File: src/rtl/core/priority_round_robin_thread_scheduler_top_macros.svh
// assertion macros used by the scheduler top level
`ifndef PRIORITY_ROUND_ROBIN_THREAD_SCHEDULER_TOP_MACROS_SVH
`define PRIORITY_ROUND_ROBIN_THREAD_SCHEDULER_TOP_MACROS_SVH
`ifndef NO_ASSERTIONS
// clocked check, off while reset is high
`define PRRTS_ASSERT(lbl, clk, rst, prop, msg) \
  lbl: assert property (@(posedge clk) disable iff (rst) prop) else $error(msg);
// clocked check, also during reset
`define PRRTS_ASSERT_ALWAYS(lbl, clk, prop, msg) \
  lbl: assert property (@(posedge clk) prop) else $error(msg);
`else
`define PRRTS_ASSERT(lbl, clk, rst, prop, msg)
`define PRRTS_ASSERT_ALWAYS(lbl, clk, prop, msg)
`endif
`endif

File: src/rtl/core/prrts_pkg.sv
// types and constants of the thread scheduler
package prrts_pkg;
  localparam int THREAD_SLOTS_DEF = 8;
  localparam int SEL_W   = 6;
  localparam int MODE_W  = 3;
  localparam int PRIO_W  = 8;
  localparam int TICK_W  = 32;
  localparam int SLICE_W = 16;
  localparam int OIDX_W  = 3;
  localparam int CFG_IDX_W = 1;

  localparam logic [MODE_W-1:0] MODE_TICK   = 3'd0;
  localparam logic [MODE_W-1:0] MODE_SWITCH = 3'd1;
  localparam logic [MODE_W-1:0] MODE_CREATE = 3'd2;
  localparam logic [MODE_W-1:0] MODE_SLEEP  = 3'd3;
  localparam logic [MODE_W-1:0] MODE_EXIT   = 3'd4;
  localparam logic [MODE_W-1:0] MODE_BLOCK  = 3'd5;

  localparam logic [CFG_IDX_W-1:0] CFG_QUANTUM = 1'b0;
  localparam logic [CFG_IDX_W-1:0] CFG_PERIOD  = 1'b1;
  localparam logic [SLICE_W-1:0] QUANTUM_RST = 16'd10;
  localparam logic [TICK_W-1:0]  PERIOD_RST  = 32'd10;

  typedef enum logic [2:0] {
    ST_READY, ST_RUNNING, ST_BLOCKED, ST_SLEEPING, ST_TERMINATED
  } status_t;

  typedef enum logic [2:0] {
    OP_NONE, OP_TICK, OP_CREATE, OP_SLEEP, OP_EXIT, OP_BLOCK, OP_DEMOTE, OP_RUN
  } op_t;

  typedef struct packed {
    op_t               op;
    logic [SEL_W-1:0]  sel;
    logic [PRIO_W-1:0] prio;
    logic [TICK_W-1:0] data;
    logic [TICK_W-1:0] ticks;
    logic [SEL_W-1:0]  start;
    logic [SEL_W:0]    total;
  } cmd_t;

  typedef struct packed {
    logic              valid;
    logic [PRIO_W-1:0] prio;
    logic [SEL_W-1:0]  rot;
    logic [SEL_W-1:0]  idx;
  } cand_t;
endpackage

File: src/rtl/core/prrts_intf.sv
// handshake channels of the thread scheduler
interface prrts_in_if;
  logic                          valid;
  logic                          ready;
  logic [prrts_pkg::MODE_W-1:0]  mode;
  logic [prrts_pkg::PRIO_W-1:0]  new_priority;
  logic [prrts_pkg::TICK_W-1:0]  sleep_ticks;
  modport source (output valid, mode, new_priority, sleep_ticks, input ready);
  modport sink (input valid, mode, new_priority, sleep_ticks, output ready);
endinterface

interface prrts_out_if;
  logic                          valid;
  logic                          ready;
  logic                          switch_request;
  logic                          next_valid;
  logic [prrts_pkg::OIDX_W-1:0]  next_index;
  logic                          created_ok;
  logic [prrts_pkg::OIDX_W-1:0]  created_index;
  logic [prrts_pkg::TICK_W-1:0]  tick_now;
  modport source (output valid, switch_request, next_valid, next_index, created_ok,
                  created_index, tick_now, input ready);
  modport sink (input valid, switch_request, next_valid, next_index, created_ok,
                created_index, tick_now, output ready);
endinterface

interface prrts_cfg_if;
  logic                            valid;
  logic                            ready;
  logic [prrts_pkg::CFG_IDX_W-1:0] index;
  logic [prrts_pkg::TICK_W-1:0]    data;
  modport source (output valid, index, data, input ready);
  modport sink (input valid, index, data, output ready);
endinterface

File: src/rtl/core/priority_round_robin_thread_scheduler_top.sv
// top level of the priority round robin thread scheduler
//
// Thread scheduler with a table of THREAD_SLOTS threads held in a row of slot
// cells. Each input transaction is one event (tick, switch, create, sleep,
// exit, block) and yields exactly one result transaction. Events are handled
// one at a time. Tick, create, sleep, exit and block pass from S_EXEC to S_DONE
// and the output register; a switch that dispatches a thread passes S_EXEC,
// S_SCAN, S_DEMOTE and S_RUN, skips S_RUN when nothing is runnable and
// goes straight to S_DONE on an empty table. In S_SCAN the best
// candidate (highest priority, then nearest slot after the current one) moves
// one cell per cycle down the row. A new event is accepted as soon as the
// previous one has left the control path, even while its result still waits
// in the output register.
// Configuration writes are always ready; write them only while idle.
`include "priority_round_robin_thread_scheduler_top_macros.svh"

module priority_round_robin_thread_scheduler_top #(
  parameter int THREAD_SLOTS = prrts_pkg::THREAD_SLOTS_DEF
) (
  input logic        clk,
  input logic        rst,
  prrts_in_if.sink   sched_in,
  prrts_out_if.source sched_out,
  prrts_cfg_if.sink  cfg
);
  localparam int IW = (THREAD_SLOTS > 1) ? $clog2(THREAD_SLOTS) : 1;
  localparam int TW = $clog2(THREAD_SLOTS + 1);

  typedef enum logic [2:0] {
    S_IDLE, S_EXEC, S_SCAN, S_DEMOTE, S_RUN, S_DONE
  } state_t;

  state_t state;

  // configuration
  logic [prrts_pkg::SLICE_W-1:0] quantum;
  logic [prrts_pkg::TICK_W-1:0]  dflt_period;

  // latched event
  logic [prrts_pkg::MODE_W-1:0]  mode;
  logic [prrts_pkg::PRIO_W-1:0]  new_prio;
  logic [prrts_pkg::TICK_W-1:0]  delay;

  // scheduler state
  logic [TW-1:0]                 total;
  logic [IW-1:0]                 rs;
  logic                          rv;
  logic [prrts_pkg::TICK_W-1:0]  ticks;
  logic [prrts_pkg::SLICE_W-1:0] slice;
  logic [IW-1:0]                 scan_cnt;
  logic [IW-1:0]                 win;

  // result being built
  logic                          req;
  logic                          nvalid;
  logic                          cok;
  logic [IW-1:0]                 cidx;

  prrts_pkg::cmd_t               cmd;
  prrts_pkg::cand_t              cand_w [THREAD_SLOTS+1];
  prrts_pkg::status_t            status_w [THREAD_SLOTS];
  logic                          cur_run;
  logic [TW-1:0]                 rs_p1;
  logic [TW-1:0]                 start;
  logic [prrts_pkg::SLICE_W-1:0] slice_dec;

  assign cfg.ready      = 1'b1;
  assign sched_in.ready = (state == S_IDLE);

  assign cur_run = rv && (TW'(rs) < total) && (status_w[rs] == prrts_pkg::ST_RUNNING);
  assign rs_p1   = TW'(rs) + TW'(1);
  // round robin starts after the current slot, wrapping at the table end
  assign start   = (rs_p1 >= total) ? '0 : rs_p1;
  assign slice_dec = (slice != '0) ? slice - 16'd1 : slice;

  // command broadcast to the slot cells
  always_comb begin
    cmd       = '0;
    cmd.op    = prrts_pkg::OP_NONE;
    cmd.prio  = new_prio;
    cmd.ticks = ticks;
    cmd.start = prrts_pkg::SEL_W'(start);
    cmd.total = (prrts_pkg::SEL_W+1)'(total);
    cmd.sel   = prrts_pkg::SEL_W'(rs);
    cmd.data  = delay;
    unique case (state)
      S_EXEC: begin
        unique case (mode)
          prrts_pkg::MODE_TICK: cmd.op = prrts_pkg::OP_TICK;
          prrts_pkg::MODE_CREATE: begin
            if (total < TW'(THREAD_SLOTS)) cmd.op = prrts_pkg::OP_CREATE;
            cmd.sel  = prrts_pkg::SEL_W'(total);
            cmd.data = dflt_period;
          end
          prrts_pkg::MODE_SLEEP: if (cur_run) cmd.op = prrts_pkg::OP_SLEEP;
          prrts_pkg::MODE_EXIT:  if (cur_run) cmd.op = prrts_pkg::OP_EXIT;
          prrts_pkg::MODE_BLOCK: if (cur_run) cmd.op = prrts_pkg::OP_BLOCK;
          default: ;
        endcase
      end
      S_DEMOTE: if (cur_run && cand_w[THREAD_SLOTS].valid) cmd.op = prrts_pkg::OP_DEMOTE;
      S_RUN: begin
        cmd.op  = prrts_pkg::OP_RUN;
        cmd.sel = prrts_pkg::SEL_W'(win);
      end
      default: ;
    endcase
  end

  // row of slot cells; the candidate chain starts empty
  assign cand_w[0] = '0;
  for (genvar g = 0; g < THREAD_SLOTS; g++) begin : g_cell
    prrts_cell u_cell (
      .clk      (clk),
      .cmd      (cmd),
      .my_id    (prrts_pkg::SEL_W'(g)),
      .cand_in  (cand_w[g]),
      .cand_out (cand_w[g+1]),
      .status_o (status_w[g])
    );
  end

  // control and result registers
  always_ff @(posedge clk) begin
    if (rst) begin
      state           <= S_IDLE;
      quantum         <= prrts_pkg::QUANTUM_RST;
      dflt_period     <= prrts_pkg::PERIOD_RST;
      total           <= '0;
      rs              <= '0;
      rv              <= 1'b0;
      ticks           <= '0;
      slice           <= '0;
      scan_cnt        <= '0;
      sched_out.valid <= 1'b0;
    end else begin
      if (cfg.valid) begin
        unique case (cfg.index)
          prrts_pkg::CFG_QUANTUM: quantum     <= cfg.data[prrts_pkg::SLICE_W-1:0];
          prrts_pkg::CFG_PERIOD:  dflt_period <= cfg.data;
          default: ;
        endcase
      end
      // in S_DONE the output register is loaded below instead
      if (sched_out.valid && sched_out.ready && state != S_DONE) sched_out.valid <= 1'b0;
      unique case (state)
        S_IDLE: begin
          if (sched_in.valid) begin
            mode     <= sched_in.mode;
            new_prio <= sched_in.new_priority;
            delay    <= sched_in.sleep_ticks;
            req      <= 1'b0;
            nvalid   <= 1'b0;
            cok      <= 1'b0;
            cidx     <= '0;
            state    <= S_EXEC;
          end
        end
        S_EXEC: begin
          state <= S_DONE;
          unique case (mode)
            prrts_pkg::MODE_TICK: begin
              ticks <= ticks + 32'd1;
              if (rv) begin
                slice <= slice_dec;
                req   <= (slice_dec == '0);
              end
            end
            prrts_pkg::MODE_SWITCH: begin
              if (total != '0) begin
                scan_cnt <= '0;
                state    <= S_SCAN;
              end
            end
            prrts_pkg::MODE_CREATE: begin
              if (total < TW'(THREAD_SLOTS)) begin
                total <= total + TW'(1);
                cok   <= 1'b1;
                cidx  <= IW'(total);
              end
            end
            prrts_pkg::MODE_SLEEP, prrts_pkg::MODE_EXIT, prrts_pkg::MODE_BLOCK: begin
              req <= cur_run;
            end
            default: ;
          endcase
        end
        S_SCAN: begin
          // wait here while the candidate travels down the row of cells to its end
          scan_cnt <= scan_cnt + IW'(1);
          if (scan_cnt == IW'(THREAD_SLOTS - 1)) state <= S_DEMOTE;
        end
        S_DEMOTE: begin
          win   <= cand_w[THREAD_SLOTS].idx[IW-1:0];
          state <= cand_w[THREAD_SLOTS].valid ? S_RUN : S_DONE;
        end
        S_RUN: begin
          rs     <= win;
          rv     <= 1'b1;
          slice  <= quantum;
          nvalid <= 1'b1;
          state  <= S_DONE;
        end
        S_DONE: begin
          if (!sched_out.valid || sched_out.ready) begin
            sched_out.valid          <= 1'b1;
            sched_out.switch_request <= req;
            sched_out.next_valid     <= nvalid;
            sched_out.next_index     <= prrts_pkg::OIDX_W'(rs);
            sched_out.created_ok     <= cok;
            sched_out.created_index  <= prrts_pkg::OIDX_W'(cidx);
            sched_out.tick_now       <= ticks;
            state                    <= S_IDLE;
          end
        end
        default: state <= S_IDLE;
      endcase
    end
  end

  `PRRTS_ASSERT(a_total_bound, clk, rst, total <= TW'(THREAD_SLOTS), "thread count over table size")
  `PRRTS_ASSERT(a_running_in_table, clk, rst, rv |-> (TW'(rs) < total), "running slot outside table")
  `PRRTS_ASSERT(a_run_after_demote, clk, rst, (state == S_RUN) |-> ($past(state) == S_DEMOTE), "dispatch without selection")
  `PRRTS_ASSERT(a_run_sets_valid, clk, rst, (state == S_RUN) |=> rv, "dispatch left no running thread")
endmodule

File: src/rtl/core/prrts_cell.sv
// one thread slot: its entry plus one stage of the selection chain
module prrts_cell (
  input  logic                         clk,
  input  prrts_pkg::cmd_t              cmd,
  input  logic [prrts_pkg::SEL_W-1:0]  my_id,
  input  prrts_pkg::cand_t             cand_in,
  output prrts_pkg::cand_t             cand_out,
  output prrts_pkg::status_t           status_o
);
  prrts_pkg::status_t              status;
  logic [prrts_pkg::PRIO_W-1:0]    prio;
  logic [prrts_pkg::TICK_W-1:0]    period;
  logic [prrts_pkg::TICK_W-1:0]    rel;
  logic                            hit;
  logic                            live;
  logic                            mine;
  logic [prrts_pkg::TICK_W-1:0]    wake_diff;
  logic [prrts_pkg::SEL_W:0]       dist_wide;
  prrts_pkg::cand_t                cand_next;

  assign hit       = (cmd.sel == my_id);
  assign live      = ({1'b0, my_id} < cmd.total);
  assign wake_diff = cmd.ticks + 32'd1 - rel;
  assign status_o  = status;

  // rotated distance from the slot after the current one
  always_comb begin
    if (my_id >= cmd.start) begin
      dist_wide = {1'b0, my_id} - {1'b0, cmd.start};
    end else begin
      dist_wide = {1'b0, my_id} + cmd.total - {1'b0, cmd.start};
    end
  end

  assign mine = live && (status == prrts_pkg::ST_READY || status == prrts_pkg::ST_RUNNING);

  always_comb begin
    cand_next = cand_in;
    if (mine && (!cand_in.valid || prio > cand_in.prio ||
        (prio == cand_in.prio && dist_wide[prrts_pkg::SEL_W-1:0] < cand_in.rot))) begin
      cand_next.valid = 1'b1;
      cand_next.prio  = prio;
      cand_next.rot   = dist_wide[prrts_pkg::SEL_W-1:0];
      cand_next.idx   = my_id;
    end
  end

  always_ff @(posedge clk) begin
    cand_out <= cand_next;
    case (cmd.op)
      prrts_pkg::OP_TICK: begin
        if (status == prrts_pkg::ST_BLOCKED && period != '0 && cmd.ticks >= rel) begin
          status <= prrts_pkg::ST_READY;
          rel    <= cmd.ticks + period;
        end else if (status == prrts_pkg::ST_SLEEPING && !wake_diff[prrts_pkg::TICK_W-1]) begin
          status <= prrts_pkg::ST_READY;
        end
      end
      prrts_pkg::OP_CREATE: if (hit) begin
        status <= prrts_pkg::ST_READY;
        prio   <= cmd.prio;
        period <= cmd.data;
        rel    <= cmd.ticks + cmd.data;
      end
      prrts_pkg::OP_SLEEP: if (hit) begin
        status <= prrts_pkg::ST_SLEEPING;
        period <= cmd.data;
        rel    <= cmd.ticks + cmd.data;
      end
      prrts_pkg::OP_EXIT:   if (hit) status <= prrts_pkg::ST_TERMINATED;
      prrts_pkg::OP_BLOCK:  if (hit) status <= prrts_pkg::ST_BLOCKED;
      prrts_pkg::OP_DEMOTE: if (hit) status <= prrts_pkg::ST_READY;
      prrts_pkg::OP_RUN:    if (hit) status <= prrts_pkg::ST_RUNNING;
      default: ;
    endcase
  end
endmodule

File: src/flat_wrapper.sv
// flat-port wrapper written by rule: the top's interface ports become plain ports
module priority_round_robin_thread_scheduler_top_flat 
#(
  parameter int THREAD_SLOTS = prrts_pkg::THREAD_SLOTS_DEF
)
  (clk, rst, sched_in_valid, sched_in_mode, sched_in_new_priority, sched_in_sleep_ticks, sched_in_ready, sched_out_valid, sched_out_switch_request, sched_out_next_valid, sched_out_next_index, sched_out_created_ok, sched_out_created_index, sched_out_tick_now, sched_out_ready, cfg_valid, cfg_index, cfg_data, cfg_ready);
  prrts_in_if sched_in_i ();
  prrts_out_if sched_out_i ();
  prrts_cfg_if cfg_i ();
  input logic clk;
  input logic rst;
  input wire logic [$bits(sched_in_i.valid)-1:0] sched_in_valid;
  input wire logic [$bits(sched_in_i.mode)-1:0] sched_in_mode;
  input wire logic [$bits(sched_in_i.new_priority)-1:0] sched_in_new_priority;
  input wire logic [$bits(sched_in_i.sleep_ticks)-1:0] sched_in_sleep_ticks;
  output wire logic [$bits(sched_in_i.ready)-1:0] sched_in_ready;
  output wire logic [$bits(sched_out_i.valid)-1:0] sched_out_valid;
  output wire logic [$bits(sched_out_i.switch_request)-1:0] sched_out_switch_request;
  output wire logic [$bits(sched_out_i.next_valid)-1:0] sched_out_next_valid;
  output wire logic [$bits(sched_out_i.next_index)-1:0] sched_out_next_index;
  output wire logic [$bits(sched_out_i.created_ok)-1:0] sched_out_created_ok;
  output wire logic [$bits(sched_out_i.created_index)-1:0] sched_out_created_index;
  output wire logic [$bits(sched_out_i.tick_now)-1:0] sched_out_tick_now;
  input wire logic [$bits(sched_out_i.ready)-1:0] sched_out_ready;
  input wire logic [$bits(cfg_i.valid)-1:0] cfg_valid;
  input wire logic [$bits(cfg_i.index)-1:0] cfg_index;
  input wire logic [$bits(cfg_i.data)-1:0] cfg_data;
  output wire logic [$bits(cfg_i.ready)-1:0] cfg_ready;
  assign sched_in_i.valid = sched_in_valid;
  assign sched_in_i.mode = sched_in_mode;
  assign sched_in_i.new_priority = sched_in_new_priority;
  assign sched_in_i.sleep_ticks = sched_in_sleep_ticks;
  assign sched_in_ready = sched_in_i.ready;
  assign sched_out_valid = sched_out_i.valid;
  assign sched_out_switch_request = sched_out_i.switch_request;
  assign sched_out_next_valid = sched_out_i.next_valid;
  assign sched_out_next_index = sched_out_i.next_index;
  assign sched_out_created_ok = sched_out_i.created_ok;
  assign sched_out_created_index = sched_out_i.created_index;
  assign sched_out_tick_now = sched_out_i.tick_now;
  assign sched_out_i.ready = sched_out_ready;
  assign cfg_i.valid = cfg_valid;
  assign cfg_i.index = cfg_index;
  assign cfg_i.data = cfg_data;
  assign cfg_ready = cfg_i.ready;
  priority_round_robin_thread_scheduler_top #(.THREAD_SLOTS(THREAD_SLOTS)) u_core (.clk(clk), .rst(rst), .sched_in(sched_in_i), .sched_out(sched_out_i), .cfg(cfg_i));
endmodule
File: config.mk
export PLATFORM = sky130hd
export DESIGN_NAME = priority_round_robin_thread_scheduler_top_flat
export DESIGN_NICKNAME = d
export VERILOG_FILES = /design/src/rtl/core/prrts_pkg.sv /design/src/rtl/core/prrts_intf.sv /design/src/rtl/core/priority_round_robin_thread_scheduler_top.sv /design/src/rtl/core/prrts_cell.sv /design/src/flat_wrapper.sv
export VERILOG_INCLUDE_DIRS = /design/src /design/src/rtl/core
export SDC_FILE = /design/constraint.sdc
export NUM_CORES = 2
export LEC_CHECK = 0
export BUFFER_PORTS_ARGS = -buffer_cell sky130_fd_sc_hd__buf_2
export CORE_MARGIN = 8
export CORE_UTILIZATION = 45
export CTS_CLUSTER_DIAMETER = 200
export DETAILED_ROUTE_END_ITERATION = 7
export PLACE_DENSITY_LB_ADDON = 0.25
export SYNTH_ARGS = -nofsm -noshare
export SYNTH_HDL_FRONTEND = slang
export SYNTH_SLANG_ARGS = --single-unit
File: constraint.sdc
create_clock -name clk -period 12.79 [get_ports clk]
set_input_delay 0.6395 -clock clk [delete_from_list [all_inputs] [get_ports clk]]
set_output_delay 0.6395 -clock clk [all_outputs]
set_load 0.05 [all_outputs]
==> reports/summary.json <==
{
  "max_vdd_drop": {"value": 0.000117, "unit": "V"},
  "placementRows": {"value": 136},
  "grt_pass1_wl": {"value": 311000, "unit": "um"},
  "regToRegEndpoint": {"value": "u_core.g_cell[1].u_cell.cand_out[8]"},
  "ys_dominant_reg_cell": {"value": "sky130_fd_sc_hd__edfxtp_1"},
  "post-synth-top-area-fraction": {"value": 0.335},
  "totalNegativeSetupSlack": {"value": 0, "unit": "ns"},
  "synth_adder_area_share": {"value": 0.191},
  "cp_top_family": {"value": "simple AND/OR/NAND/NOR gates"},
  "share_of_final_layout_standard_cells_stronger_than_drive_strength_1": {"value": 0.0814},
  "ant_nets": {"value": 0},
  "post_synth_mux_area_share": {"value": 0.0167},
  "hold-path-cell-count": {"value": 1},
  "detailedPlacementHpwl": {"value": 170000, "unit": "um"},
  "post-synth-top-area-cell": {"value": "sky130_fd_sc_hd__edfxtp_1"},
  "cts_max_path_buffers": {"value": 3},
  "part_of_the_yosys_area_used_for_sequential_elements": {"value": 0.410},
  "finalHoldViolations": {"value": 0},
  "route.detailed.wl_per_inst": {"value": 26.2, "unit": "um"},
  "critPathRequiredTime": {"value": 13.44, "unit": "ns"},
  "routed-via-count": {"value": 50208},
  "min_period": {"value": 6.79, "unit": "ns"},
  "holdCritStartpoint": {"value": "sched_in_sleep_ticks[29]"},
  "net_count_final": {"value": 7352},
  "cap_viol_max_count": {"value": 0},
  "post_synth_instance_area": {"value": 62100, "unit": "um^2"},
  "hp-class": {"value": "input port to register"},
  "max-slew-margin-rel": {"value": 0.115},
  "area_enclosed_by_the_die_boundary": {"value": 150000, "unit": "um^2"},
  "critPathMaxStageDelay": {"value": 0.63, "unit": "ns"},
  "post_synth_edffs": {"value": 693},
  "synthesis.nets": {"value": 7126},
  "finalCritPeriodShare": {"value": 0.531},
  "postRouteWirelength": {"value": 215000, "unit": "um"},
  "criticalPathCategory": {"value": "register to register"},
  "syn-instance-count": {"value": 6105},
  "filler_cell_count": {"value": 12395},
  "startpoint_of_the_lowest_slack_register_to_register_path": {"value": "u_core.rs[1]"},
  "avgSynthCellArea": {"value": 10.2, "unit": "um^2"},
  "rr_worst_depth": {"value": 25},
  "numCtsBuffers": {"value": 106},
  "final-setup-viol-count": {"value": 0},
  "flow.area_growth_from_synthesis": {"value": 11.4, "unit": "%"},
  "critical_path_data_arrival_time": {"value": 7.44, "unit": "ns"},
  "grtUsageTotal": {"value": 0.275},
  "cell_occurring_most_often_along_the_worst_timing_path": {"value": "sky130_fd_sc_hd__ha_1"},
  "antenna_found_initial": {"value": 30},
  "grt_max_degree": {"value": 201},
  "timing.critical_path.from_type": {"value": "register"},
  "ioPinCount": {"value": 125},
  "cts_max_level": {"value": 3},
  "run_status": {"value": "finished, final reports clean"},
  "worst_slew_pin_slew": {"value": 1.31, "unit": "ns"},
  "synth_top_family_by_area": {"value": "adder cells"},
  "gp_congestion": {"value": 1.02},
  "synth-warning-count": {"value": 0},
  "worst-path-max-fanout": {"value": 15},
  "final.setup_skew": {"value": 0.0680, "unit": "ns"},
  "grt_overflow_total": {"value": 0},
  "rsz0062_at_grt": {"value": "no"},
  "hold_slack": {"value": 0.0621, "unit": "ns"},
  "synthDistinctLibCells": {"value": 93},
  "path_buf_inv": {"value": 3},
  "crit_path_end_kind": {"value": "register"},
  "fmax": {"value": 0.147, "unit": "GHz"},
  "compound_gate_portion_of_the_synthesized_area": {"value": 0.176},
  "clk_pin_slew": {"value": 0.06, "unit": "ns"},
  "cts.repair.resized": {"value": 0},
  "async_flop_share": {"value": 0},
  "buffer_ports.inserted": {"value": 123},
  "core_area": {"value": 137000, "unit": "um^2"},
  "rrSetupSlack": {"value": 6.00, "unit": "ns"},
  "clock_root_buffer_master": {"value": "sky130_fd_sc_hd__clkbuf_16"},
  "yosys_register_bits": {"value": 926},
  "pwr_density_cell": {"value": 100, "unit": "nW/um^2"},
  "sink_count": {"value": 926},
  "chip_height": {"value": 387, "unit": "um"},
  "post-cts-setup-buffer-count": {"value": 0},
  "clk_latency_worst_skew_pair": {"value": 0.77, "unit": "ns"},
  "detail_route.first_pass.iterations": {"value": 7},
  "synth_area_leaders": {"value": "sky130_fd_sc_hd__edfxtp_1 34%, sky130_fd_sc_hd__ha_1 19%, sky130_fd_sc_hd__dfxtp_1 7.5%, sky130_fd_sc_hd__a21oi_1 3.9%, sky130_fd_sc_hd__a21o_1 3.7%"},
  "drc": {"value": 0},
  "initial_utilization": {"value": 0.453},
  "synth_simple_gate_area_frac": {"value": 0.119},
  "detail_route.vias_per_cell": {"value": 6.11},
  "final-max-slew-violation-count": {"value": 0},
  "iteration_0_drc_markers": {"value": 5516},
  "hold-path-endpoint": {"value": "u_core.delay[29]"},
  "cts_tree": {"value": "built"},
  "vias_in_the_first_global_route": {"value": 47876},
  "critical_path.slowest_cell": {"value": "sky130_fd_sc_hd__dfxtp_1"},
  "floorplan.die.width": {"value": 387, "unit": "um"},
  "synth_xor_xnor_area_share": {"value": 0.0515},
  "p_leak": {"value": 30.7, "unit": "nW"},
  "final_common_cell": {"value": "sky130_fd_sc_hd__ha_1"},
  "commonest_cells_after_routing_fill_and_taps_aside": {"value": "925 x sky130_fd_sc_hd__ha_1, 693 x sky130_fd_sc_hd__edfxtp_1, 485 x sky130_fd_sc_hd__a21oi_1, 454 x sky130_fd_sc_hd__nand2_1, 447 x sky130_fd_sc_hd__inv_1"}
}
where the power goes:
group | total (mW) | switching [mW] | internal, mW
registers | 3.29 | 0.0336 | 3.26
logic | 0.380 | 0.263 | 0.118
clock network | 3.25 | 1.36 | 1.89
per-stage QoR:
stage | power [mW] | area [um^2] | worst slack, ns | util | std cells
floorplan | 3.57 | 62100 | 7.21 | - | 6105
global placement | 3.72 | 65300 | 6.13 | 0.476 | 8008
detailed placement | 3.72 | 65300 | 6.09 | 0.476 | 8008
CTS | 6.96 | 69100 | 6.09 | 0.504 | 8216
global route | 7.11 | 69100 | 5.48 | 0.504 | 8216
finish | 6.92 | 69100 | 6.00 | 0.504 | 8222
layout make-up:
| class | instances | area, um^2 | share of cell area |
|---|---|---|---|
| Tap cell | 1794 | 2240 | 0.0325 |
| Inverter | 451 | 1690 | 0.0245 |
| Sequential cell | 926 | 25500 | 0.369 |
| Timing Repair Buffer | 233 | 1480 | 0.0214 |
| Clock inverter | 61 | 838 | 0.0121 |
| Antenna cell | 6 | 15.0 | 0.000217 |
| Clock buffer | 138 | 2910 | 0.0421 |
| Multi-Input combinational cell | 4613 | 34500 | 0.499 |
sequential cells by signal (all words and copies together), names as in the netlist, 24 cells and up:
signal	count
u_core.sched_out.tick_now	32
u_core.g_cell.u_cell.rel	256
u_core.g_cell.u_cell.cand_out	122
u_core.ticks	32
u_core.g_cell.u_cell.prio	64
u_core.g_cell.u_cell.status_o	24
u_core.delay	32
u_core.g_cell.u_cell.period	256
u_core.dflt_period	32
per-layer routing:
metal  global-route usage  up-vias  part of all wire
met5                    0        -                 0
met4               0.0784        0             0.029
met3               0.0629      266              0.11
met2                0.402     2347              0.41
met1                0.404    24416              0.45
li1                     -    23179                 -
how the worst max path moves through the flow:
| stage | startpoint | to | slack (ns) | cells after the start |
|---|---|---|---|---|
| 2_1_floorplan | u_core.rs[0] | u_core.g_cell[5].u_cell.cand_out[12] | 7.21 | 24 |
| 3_3_place_gp | u_core.rs[1] | u_core.g_cell[6].u_cell.cand_out[15] | 6.13 | 23 |
| 3_5_place_dp | u_core.rs[1] | u_core.g_cell[1].u_cell.cand_out[12] | 6.09 | 25 |
| 4_1_cts | u_core.rs[1] | u_core.g_cell[1].u_cell.cand_out[8] | 6.09 | 25 |
| 5_1_grt | u_core.rs[1] | u_core.g_cell[1].u_cell.cand_out[8] | 5.48 | 25 |
| 6_report | u_core.rs[1] | u_core.g_cell[1].u_cell.cand_out[8] | 6.00 | 25 |
what timing repair did:
action,4_1_cts,5_1_grt
setup endpoints to repair,0,0
hold endpoints to repair,9,0
hold buffers,9,0
cell families after synthesis:
group	after synthesis
and+or+nand+nor	1500
buffers and inverters	566
xor gates and xnor gates	364
other	1
muxes	91
adders and majority gates	940
AOI/OAI and AO/OA	1717
DFF	926
synth_stat cells, drive strengths merged (29+ instances only):
cell type    n
buf         29
and3        49
o21ai      417
nor2b       86
a21o       304
edfxtp     693
clkbuf      86
a2111oi     29
a31oi       40
nand3       90
nand2b      88
nor3        70
o21bai      32
o211ai      58
or3         31
nand2      454
xnor2      217
nand4      122
inv        449
a21oi      485
o21a        91
xor2       147
dfxtp      233
ha         925
mux2        78
nor4        84
a211oi      79
nor2       321
Note: power is estimated with default switching activity, not from simulation.
